===== src/rtl/qmtb_pkg.sv =====
`timescale 1ns / 1ps

package qmtb_pkg;

    localparam int DEPTH = 16;
    localparam int IDX_W = $clog2(DEPTH);
    localparam int CNT_W = $clog2(DEPTH + 1);
    localparam int KEY_W = 27;
    localparam int OCC_W = 5;

    typedef enum logic [1:0] {
        OP_ENQ  = 2'd0,
        OP_DEQ  = 2'd1,
        OP_MOVE = 2'd2,
        OP_NOP  = 2'd3
    } op_t;

    typedef enum logic [1:0] {
        ST_OK    = 2'd0,
        ST_EMPTY = 2'd1,
        ST_FULL  = 2'd2,
        ST_MISS  = 2'd3
    } st_t;

    // Commands from the controller to the datapath
    typedef struct packed {
        logic load;        // capture op and key of a new transfer
        logic rd_first;    // read the head entry, rewind the walk pointer
        logic rd_next;     // read the entry after the pointer, advance the pointer
        logic wr_enq;      // write key at the tail
        logic wr_shift;    // pull the arriving entry one place toward the head
        logic wr_last;     // write key into the last occupied slot
        logic enq_commit;  // grow the queue by one
        logic deq_commit;  // drop the head entry
        logic res_we;      // load the result registers
        logic res_take_rd; // result value is the entry just read
        st_t  res_status;
    } dp_cmd_t;

    // Status from the datapath to the controller
    typedef struct packed {
        op_t  op;
        logic full;
        logic empty;
        logic hit;     // arriving entry equals the key
        logic last;    // arriving entry is the last occupied one
        logic at_end;  // pointer has walked past the last occupied entry
    } dp_stat_t;

    // Physical slot of the entry at offset off from head, wrapped into 0..DEPTH-1
    function automatic logic [IDX_W-1:0] slot_of(input logic [IDX_W-1:0] head,
                                                 input logic [CNT_W:0] off);
        logic [CNT_W+1:0] s;
        s = (CNT_W + 2)'(head) + (CNT_W + 2)'(off);
        if (s >= (CNT_W + 2)'(DEPTH))
            s = s - (CNT_W + 2)'(DEPTH);
        if (s >= (CNT_W + 2)'(DEPTH))
            s = s - (CNT_W + 2)'(DEPTH);
        return s[IDX_W-1:0];
    endfunction

endpackage


===== src/rtl/qmtb_ram.sv =====
`timescale 1ns / 1ps

module qmtb_ram #(
    parameter int WIDTH = 8,
    parameter int DEPTH = 16
) (
    input  logic                     clk,
    input  logic                     we,
    input  logic [$clog2(DEPTH)-1:0] waddr,
    input  logic [WIDTH-1:0]         wdata,
    input  logic [$clog2(DEPTH)-1:0] raddr,
    output logic [WIDTH-1:0]         rdata
);

    logic [WIDTH-1:0] mem [DEPTH];
    logic [WIDTH-1:0] rdata_reg;

    always_ff @(posedge clk)
    begin
        if (we)
            mem[waddr] <= wdata;
        rdata_reg <= mem[raddr];
    end

    assign rdata = rdata_reg;

endmodule


===== src/rtl/qmtb_dp.sv =====
`timescale 1ns / 1ps

module qmtb_dp
    import qmtb_pkg::*;
(
    input  logic             clk,
    input  logic             rst_n,
    input  logic [1:0]       op,
    input  logic [KEY_W-1:0] key,
    input  dp_cmd_t          cmd,
    output dp_stat_t         stat,
    output logic [KEY_W-1:0] read_value,
    output logic [1:0]       status,
    output logic [OCC_W-1:0] occupancy
);

    logic [IDX_W-1:0] head_reg, head_next;
    logic [CNT_W-1:0] count_reg, count_next;
    logic [CNT_W-1:0] ptr_reg;
    op_t              op_reg;
    logic [KEY_W-1:0] key_reg;
    logic [KEY_W-1:0] rv_reg;
    st_t              st_reg;

    logic [CNT_W:0]   rd_off;
    logic [IDX_W-1:0] raddr;
    logic [IDX_W-1:0] waddr;
    logic [KEY_W-1:0] wdata;
    logic             we;
    logic [KEY_W-1:0] rdata;

    assign rd_off = cmd.rd_next ? ({1'b0, ptr_reg} + (CNT_W + 1)'(1)) : '0;
    assign raddr  = slot_of(head_reg, rd_off);
    assign we     = cmd.wr_enq | cmd.wr_shift | cmd.wr_last;

    always_comb
    begin
        priority if (cmd.wr_shift)
        begin
            waddr = slot_of(head_reg, {1'b0, ptr_reg} - (CNT_W + 1)'(1));
            wdata = rdata;
        end
        else if (cmd.wr_last)
        begin
            waddr = slot_of(head_reg, {1'b0, count_reg} - (CNT_W + 1)'(1));
            wdata = key_reg;
        end
        else
        begin
            waddr = slot_of(head_reg, {1'b0, count_reg});
            wdata = key_reg;
        end
    end

    qmtb_ram #(
        .WIDTH (KEY_W),
        .DEPTH (DEPTH)
    ) u_store (
        .clk   (clk),
        .we    (we),
        .waddr (waddr),
        .wdata (wdata),
        .raddr (raddr),
        .rdata (rdata)
    );

    always_comb
    begin
        head_next  = head_reg;
        count_next = count_reg;
        if (cmd.enq_commit)
            count_next = count_reg + CNT_W'(1);
        if (cmd.deq_commit)
        begin
            head_next  = slot_of(head_reg, (CNT_W + 1)'(1));
            count_next = count_reg - CNT_W'(1);
        end
    end

    always_ff @(posedge clk or negedge rst_n)
    begin
        if (!rst_n)
        begin
            head_reg  <= '0;
            count_reg <= '0;
        end
        else
        begin
            head_reg  <= head_next;
            count_reg <= count_next;
        end
    end

    always_ff @(posedge clk)
    begin
        if (cmd.load)
        begin
            op_reg  <= op_t'(op);
            key_reg <= key;
        end
        if (cmd.rd_first)
            ptr_reg <= '0;
        else if (cmd.rd_next)
            ptr_reg <= ptr_reg + CNT_W'(1);
        if (cmd.res_we)
        begin
            rv_reg <= cmd.res_take_rd ? rdata : '0;
            st_reg <= cmd.res_status;
        end
    end

    assign stat.op     = op_reg;
    assign stat.full   = (count_reg == CNT_W'(DEPTH));
    assign stat.empty  = (count_reg == '0);
    assign stat.hit    = (rdata == key_reg);
    assign stat.last   = (({1'b0, ptr_reg} + (CNT_W + 1)'(1)) == {1'b0, count_reg});
    assign stat.at_end = (ptr_reg == count_reg);

    assign read_value = rv_reg;
    assign status     = st_reg;
    assign occupancy  = OCC_W'(count_reg);

endmodule


===== src/rtl/qmtb_ctrl.sv =====
`timescale 1ns / 1ps

module qmtb_ctrl
    import qmtb_pkg::*;
(
    input  logic     clk,
    input  logic     rst_n,
    input  logic     start,
    input  dp_stat_t stat,
    output dp_cmd_t  cmd,
    output logic     busy,
    output logic     done
);

    typedef enum logic [2:0] {
        S_IDLE,
        S_DECODE,
        S_DEQ,
        S_SEARCH,
        S_SHIFT
    } state_t;

    state_t state_reg, state_next;
    logic   busy_reg;
    logic   done_reg;
    logic   fin;

    always_comb
    begin
        cmd        = '0;
        state_next = state_reg;
        fin        = 1'b0;
        unique case (state_reg)
            S_IDLE:
            begin
                if (start)
                begin
                    cmd.load   = 1'b1;
                    state_next = S_DECODE;
                end
            end
            S_DECODE:
            begin
                unique case (stat.op)
                    OP_ENQ:
                    begin
                        fin = 1'b1;
                        if (stat.full)
                            cmd.res_status = ST_FULL;
                        else
                        begin
                            cmd.wr_enq     = 1'b1;
                            cmd.enq_commit = 1'b1;
                            cmd.res_status = ST_OK;
                        end
                    end
                    OP_DEQ:
                    begin
                        if (stat.empty)
                        begin
                            fin            = 1'b1;
                            cmd.res_status = ST_EMPTY;
                        end
                        else
                        begin
                            cmd.rd_first = 1'b1;
                            state_next   = S_DEQ;
                        end
                    end
                    OP_MOVE:
                    begin
                        if (stat.empty)
                        begin
                            fin            = 1'b1;
                            cmd.res_status = ST_MISS;
                        end
                        else
                        begin
                            cmd.rd_first = 1'b1;
                            state_next   = S_SEARCH;
                        end
                    end
                    OP_NOP:
                    begin
                        fin            = 1'b1;
                        cmd.res_status = ST_OK;
                    end
                endcase
            end
            S_DEQ:
            begin
                fin             = 1'b1;
                cmd.res_take_rd = 1'b1;
                cmd.deq_commit  = 1'b1;
                cmd.res_status  = ST_OK;
            end
            S_SEARCH:
            begin
                priority if (stat.hit)
                begin
                    cmd.rd_next = 1'b1;
                    state_next  = S_SHIFT;
                end
                else if (stat.last)
                begin
                    fin            = 1'b1;
                    cmd.res_status = ST_MISS;
                end
                else
                    cmd.rd_next = 1'b1;
            end
            S_SHIFT:
            begin
                if (stat.at_end)
                begin
                    fin            = 1'b1;
                    cmd.wr_last    = 1'b1;
                    cmd.res_status = ST_OK;
                end
                else
                begin
                    cmd.wr_shift = 1'b1;
                    cmd.rd_next  = 1'b1;
                end
            end
            default:
            begin
                state_next = S_IDLE;
            end
        endcase
        if (fin)
        begin
            cmd.res_we = 1'b1;
            state_next = S_IDLE;
        end
    end

    always_ff @(posedge clk or negedge rst_n)
    begin
        if (!rst_n)
        begin
            state_reg <= S_IDLE;
            busy_reg  <= 1'b0;
            done_reg  <= 1'b0;
        end
        else
        begin
            state_reg <= state_next;
            busy_reg  <= (state_next != S_IDLE);
            done_reg  <= fin;
        end
    end

    assign busy = busy_reg;
    assign done = done_reg;

endmodule


===== src/rtl/queue_move_key_to_back_core.sv =====
`timescale 1ns / 1ps

// Bounded FIFO of 27-bit keys (DEPTH entries, 16 here) with enqueue, dequeue
// and move-to-back. A command transfers at the rising edge where start is
// high and busy is low; exactly one result follows, shown for a single cycle
// with done high, and the receiver must take it then: there is no way to stall
// the result. A move reads the entries from the head until one equals the key,
// pulls each later entry one place toward the head and writes the key into the
// last occupied slot; a miss walks the whole queue and reports ST_MISS.
// The walk over the circular store reads one entry per cycle through the single
// registered read port of the entry RAM. busy falls in the same cycle that done
// rises, so the next command may transfer while the result is on the ports. The
// entry store has no reset; only data read from occupied slots is used.

module queue_move_key_to_back_core
    import qmtb_pkg::*;
(
    input  logic             clk,
    input  logic             rst_n,
    input  logic             start,
    output logic             busy,
    input  logic [1:0]       op,
    input  logic [KEY_W-1:0] key,
    output logic             done,
    output logic [KEY_W-1:0] read_value,
    output logic [1:0]       status,
    output logic [OCC_W-1:0] occupancy
);

    dp_cmd_t  cmd;
    dp_stat_t stat;

    // Sequence each transfer: decode, walk, shift, report
    qmtb_ctrl u_ctrl (
        .clk   (clk),
        .rst_n (rst_n),
        .start (start),
        .stat  (stat),
        .cmd   (cmd),
        .busy  (busy),
        .done  (done)
    );

    // Hold head, count, walk pointer, entry RAM and result registers
    qmtb_dp u_dp (
        .clk        (clk),
        .rst_n      (rst_n),
        .op         (op),
        .key        (key),
        .cmd        (cmd),
        .stat       (stat),
        .read_value (read_value),
        .status     (status),
        .occupancy  (occupancy)
    );

endmodule

===== config.mk =====
export PLATFORM = sky130hd
export DESIGN_NAME = queue_move_key_to_back_core
export DESIGN_NICKNAME = d
export VERILOG_FILES = /design/src/rtl/qmtb_pkg.sv /design/src/rtl/qmtb_ram.sv /design/src/rtl/qmtb_dp.sv /design/src/rtl/qmtb_ctrl.sv /design/src/rtl/queue_move_key_to_back_core.sv
export SDC_FILE = /design/constraint.sdc
export NUM_CORES = 1
export LEC_CHECK = 0
export BUFFER_PORTS_ARGS = -buffer_cell sky130_fd_sc_hd__buf_2
export CAP_MARGIN = 20
export CORE_MARGIN = 2
export CORE_UTILIZATION = 55
export CTS_BUF_LIST = sky130_fd_sc_hd__clkbuf_8
export CTS_CLUSTER_SIZE = 24
export DETAILED_ROUTE_END_ITERATION = 8
export HOLD_SLACK_MARGIN = 0.05
export PLACE_DENSITY = 0.69
export SLEW_MARGIN = 40
export SYNTH_ARGS = -nofsm -noshare
export SYNTH_HDL_FRONTEND = slang
export SYNTH_HIERARCHICAL = 1
export SYNTH_SLANG_ARGS = --single-unit

===== constraint.sdc =====
create_clock -name clk -period 6.68 [get_ports clk]
set_input_delay 0.334 -clock clk [delete_from_list [all_inputs] [get_ports clk]]
set_output_delay 0.334 -clock clk [all_outputs]
set_load 0.1 [all_outputs]

======== Yosys cells after proc, flatten, opt, wreduce, memory -nomap -nowiden ========
Memory sizes are Yosys's and may differ from the RTL's. A register that Yosys moved wholly into a read port is not among the register bits.
Cells that the tools add are included.
word-level totals
  bits in registers ....................... 77
  latch bits .............................. 0
  memory bits (writable) .................. 432
  memory bits (read-only) ................. 0
  memories ................................ 1
  bits of input ports ..................... 32
  output and inout port bits .............. 36
memories
  name              depth  bits a word  rd ports  clocked after memory_dff  write ports  RTL line        RTL
  u_dp.u_store.mem  16     27           1         1                         1            qmtb_ram.sv:15  logic [WIDTH-1:0] mem [DEPTH];
cells by class
  eq/ne operators ......................... 11
  bitwise gates (word level) .............. 2
  muxes and demuxes ....................... 59
  divide/modulo/power cells ............... 0
  magnitude comparators ................... 10
  multipliers ............................. 0
  reductions and logical operators ........ 8
  shift operators ......................... 0
  add/sub/neg operators ................... 21
operators by type and width
  operator               number
  $mux W7                11
  $ge A7 B5 Y1 const B   10
  $sub A7 B5 Y7 const B  5
  $mux W4                7
  $eq A27 B27 Y1         1
  $mux W27               1
  $add A4 B6 Y7          3
  $mux W1                20
  $sub A4 B1 Y4 const B  5
  $mux W3                5
  $pmux W3 S4            1
  $sub A5 B1 Y6 const B  2
  $add A5 B1 Y5 const B  2
  $mux W2                5
  $mux W5                2
  $pmux W2 S4            1
  $add A4 B5 Y6          1
  $add A5 B1 Y6 const B  1
  $eq A3 B2 Y1 const B   2
  $eq A6 B5 Y1           1
  $mux W6                1
  $pmux W3 S2            1
  $reduce_or A2 Y1       3
  $add A4 B1 Y5 const B  1
  other kinds (16)       19

======== Logic depth before layout (Yosys ltp) ========
  depth in word-level cells ............... 11
  mapped depth ............................ 21
  mapped depth without buffers ............ 17

======== Cells and area by module ========
The synthesis kept the hierarchy.
modules (own cells, without submodules)
  module     cells each  area each (um^2)  instances  seq. area each (um^2)
  qmtb_ram   710         16,892.5          1          13,513.0
  qmtb_dp    298         3,836.2           1          2,067.0
  qmtb_ctrl  60          525.5             1          125.1

======== Worst setup path before layout ========
OpenSTA, ideal clock, no wires.
  kind .................................... register -> register
  from .................................... register u_dp.count_reg[3] (netlist: u_dp/occupancy[3])
  to ...................................... memory u_dp/u_store/mem[0][0] in the netlist's numbering (enable)
  cell stages (with the launch flop) ...... 16
  arrival time ............................ 5,532 ps
  slack ................................... 703 ps
  data required time ...................... 6,235 ps
  clock period less this slack ............ 5,977 ps
  cell sequence ........................... dfrtp_1 clkbuf_1 xnor2_1 nand3_1 nor3_1 nand3_1 inv_1 o21ai_0 mux2i_1 ha_1 a21o_1 a21oi_1 xnor2_1 xnor2_1 or3b_2 nor3_1
RTL lines
  item                    RTL line        RTL
  start, declared         qmtb_dp.sv:18   logic [CNT_W-1:0] count_reg, count_next;
  start signal, assigned  qmtb_dp.sv:90   count_reg <= count_next;
  end, declared           qmtb_ram.sv:15

==> qor.yml <==
critical_path.top_delay_family: "simple AND/OR/NAND/NOR gates"
placed_cell_area_sq_mm: 0.0226
postSynthAreaPerCell_sq_um: 19.9
dp_slack_ns: 1.37
cap_violations: 0
period_needed_ns: 5.46
p_per_area_mw_per_mm2: 445
die_w_um: 201
critPathMaxStageDelay_ns: 0.69
design.core.area_sq_mm: 0.0384
antenna_cells: 0
top_layer_used: "met4"
syn_nets: 1121
hold_slack_ns: 0.117
ys_seq_area_share_pct: 73.9
total_power_mw: 10.9
fmax_mhz: 183
worst_slack_ns: 1.22
die-area_sq_mm: 0.0402
fp.dieH_um: 201
fin_skew_ns: 0.0210
hold_class: "input port to flip-flop"
grt_first_pass_wirelength_um: 68900
worstMarginPinSlew_ns: 0.826
synthMuxAreaShare_pct: 13.1
end_kind: "flip-flop"
initial_core_util_pct: 55.4
cts_inserted_buffers: 85
num-fill-cells: 2628
ant_nets: 0
cp.arrival_ns: 5.97
dp_cells: 1635
path_clk_slew_ns: 0.06
crit_path_cell_trace: "xor2_1 -> nor4_1 -> nand4_1 -> nor4_2 -> and2b_2 -> o22ai_1 -> nor2b_1 -> ha_4 -> inv_1 -> fa_1 -> inv_4 -> buf_4 -> mux4_2 -> a22oi_1 -> nand2_1"
status: "completed"
grt_max_degree: 52
grt_pass1_vias: 11007
synth-seq-cells: 536
worst-path-buf-inv: 3
clockBufferDepth: 3
layout_common_cells: "490 x edfxtp_1, 108 x mux4_2, 98 x clkbuf_8"
cts_tree: "yes"
leakage_nw: 8.28
rsz0062_at_grt: "no"
synth-simple-area-share_pct: 4.07
required_ns: 7.19
synth_flop_cell: "edfxtp_1"
synth_cell_types: 54
synth_adder_area_share_pct: 1.34
io_pins: 68
detail_route.vias_per_cell: 5.80
largest_register_ffs: 432
finalSetupTns_ns: 0
finish.utilization_pct: 63.8
yosysWarnings: 6
gr-total-overflow: 0
fin_crit_sh_pct: 81.7
synth-xor-area-share_pct: 2.38
syn_area_sq_mm: 0.0213
drt-total-wl_um: 45700
htreeDepth: 3
syn_inst: 1068
cp-start-kind: "flip-flop"
gp_congestion: 0.762
io_buffers: 67
wl_per_cell_um: 25.1
drc: 0
synth_edf_count: 490
clock-sinks: 536
worst-path-max-fanout: 34
postCtsSetupBuffers: 0
top_register: "u_dp/u_store/mem"
slew_headroom_pct: 44.8
instances_no_fill: 1820
final_area_sq_mm: 0.0245
drt_iter0_markers: 874
vdd_drop_max_v: 0.000215
nets: 1288
maxSlewViolCount: 0
dr_wl_met3_um: 2680
cp_slowest_cell: "nor4_1"
synth_compound_area_share_pct: 3.34
synth_top_family_by_area: "multiplexers"
final_layout_size_suffix_gt1_share_pct: 31.8
wl_met1_um: 18800
dp_hpwl_um: 27700
hold_viol_final: 0
wl_met2_um: 23000
syn2layout_area_growth_pct: 15.2
final_common_cell: "edfxtp_1"
antenna_found_initial: 1
row_count: 72
async_flop_share_pct: 2.61
firstDrtPassIters: 5
setup_viol: 0
vias: 10551
critPathKind: "flip-flop to flip-flop"
root_buffer: "clkbuf_8"
gr-usage-all-layers_pct: 23.4
clock_latency_ns: 0.62
synth_stat cells, drive strengths merged, types with 2 or more instances:
cell type,number,area [sq um]
nand3,6,30.0
dfxtp,32,641
fa,3,60.1
o22ai,2,12.5
nor4,6,43.8
nor3,6,30.0
and2b,4,33.8
nand2b,5,31.3
clkbuf,17,63.8
and2,29,181
a21oi,9,52.6
a31oi,2,18.8
nor2b,8,57.6
edfxtp,490,14700
buf,38,273
nand3b,2,15.0
inv,15,56.3
a22oi,55,513
nor4bb,2,20.0
mux4,108,2430
dfrtp,14,350
mux2i,4,40.0
nand4,6,37.5
xnor2,27,244
o21ai,11,55.1
xor2,30,263
a21o,4,30.0
nand2,48,188
nor4b,3,47.5
mux2,28,315
nor3b,2,15.0
nor2,28,105
ha,18,225
path summary, 6_finish.rpt:
| path | startpoint | slack, ns | depth (start not counted) | endpoint |
|---|---|---|---|---|
| min in group asynchronous | rst_n | 0.16 | 2 | u_ctrl/done$_DFF_PN0_ |
| hold reg to reg | u_dp/head_reg[2]$_DFFE_PN0P_ | 0.58 | 1 | u_dp/head_reg[2]$_DFFE_PN0P_ |
| max in group asynchronous | rst_n | 6.25 | 2 | u_ctrl/busy$_DFF_PN0_ |
| setup reg to reg | u_dp/key_reg[1]$_DFFE_PP_ | 1.22 | 15 | u_dp/u_store/rdata[14]$_DFF_P_ |
| setup / recovery | u_dp/key_reg[1]$_DFFE_PP_ | 1.22 | 15 | u_dp/u_store/rdata[14]$_DFF_P_ |
| hold / removal | start | 0.12 | 3 | u_ctrl/busy$_DFF_PN0_ |
per-layer routing:
metal,GRT usage [%],vias up
met4,7.88,0
met3,4.04,83
li1,-,4627
met2,39.2,337
met1,31.5,5504
met5,0,-
cell families (layout without fill, tap and decap cells):
| group | count (synthesis) | in the layout |
|---|---|---|
| AND/OR/NAND/NOR | 159 | 159 |
| AO/OA/AOI/OAI | 85 | 85 |
| XOR/XNOR | 57 | 57 |
| buffers and inverters | 70 | 304 |
| flip-flops | 536 | 536 |
| adder cells (fa/ha/maj) | 21 | 21 |
| multiplexers | 140 | 140 |
worst reg2reg max path: stages (launching register included):
cell and delay [ns]:
edfxtp_1 0.41, xor2_1 0.24, nor4_1 0.69, nand4_1 0.22
nor4_2 0.48, and2b_2 0.30, o22ai_1 0.49, nor2b_1 0.28
ha_4 0.16, inv_1 0.04, fa_1 0.48, inv_4 0.41
buf_4 0.48, mux4_2 0.37, a22oi_1 0.22, nand2_1 0.07
layout make-up:
cell class | instances | area (sq um) | share of cell area [%]
timing repair buffer | 135 | 1140 | 4.66
clock buffer | 98 | 1350 | 5.51
inverter | 15 | 58.8 | 0.240
sequential | 536 | 15700 | 64.1
clock inverter | 56 | 268 | 1.09
tap | 518 | 648 | 2.65
multi-input combinational | 462 | 5320 | 21.7
repair_timing:
item | CTS | global route
hold endpoints to repair | 43 | 0
resized for setup | 0 | 0
hold buffers | 30 | 0
report_power, final:
group	switching [mW]	internal [mW]	leakage, nW
Combinational	2.42	1.39	2.46
Clock	1.24	1.38	0.935
Sequential	0.254	4.21	4.88
Total	3.91	6.98	8.28
Power figures use the tool's default switching activity.
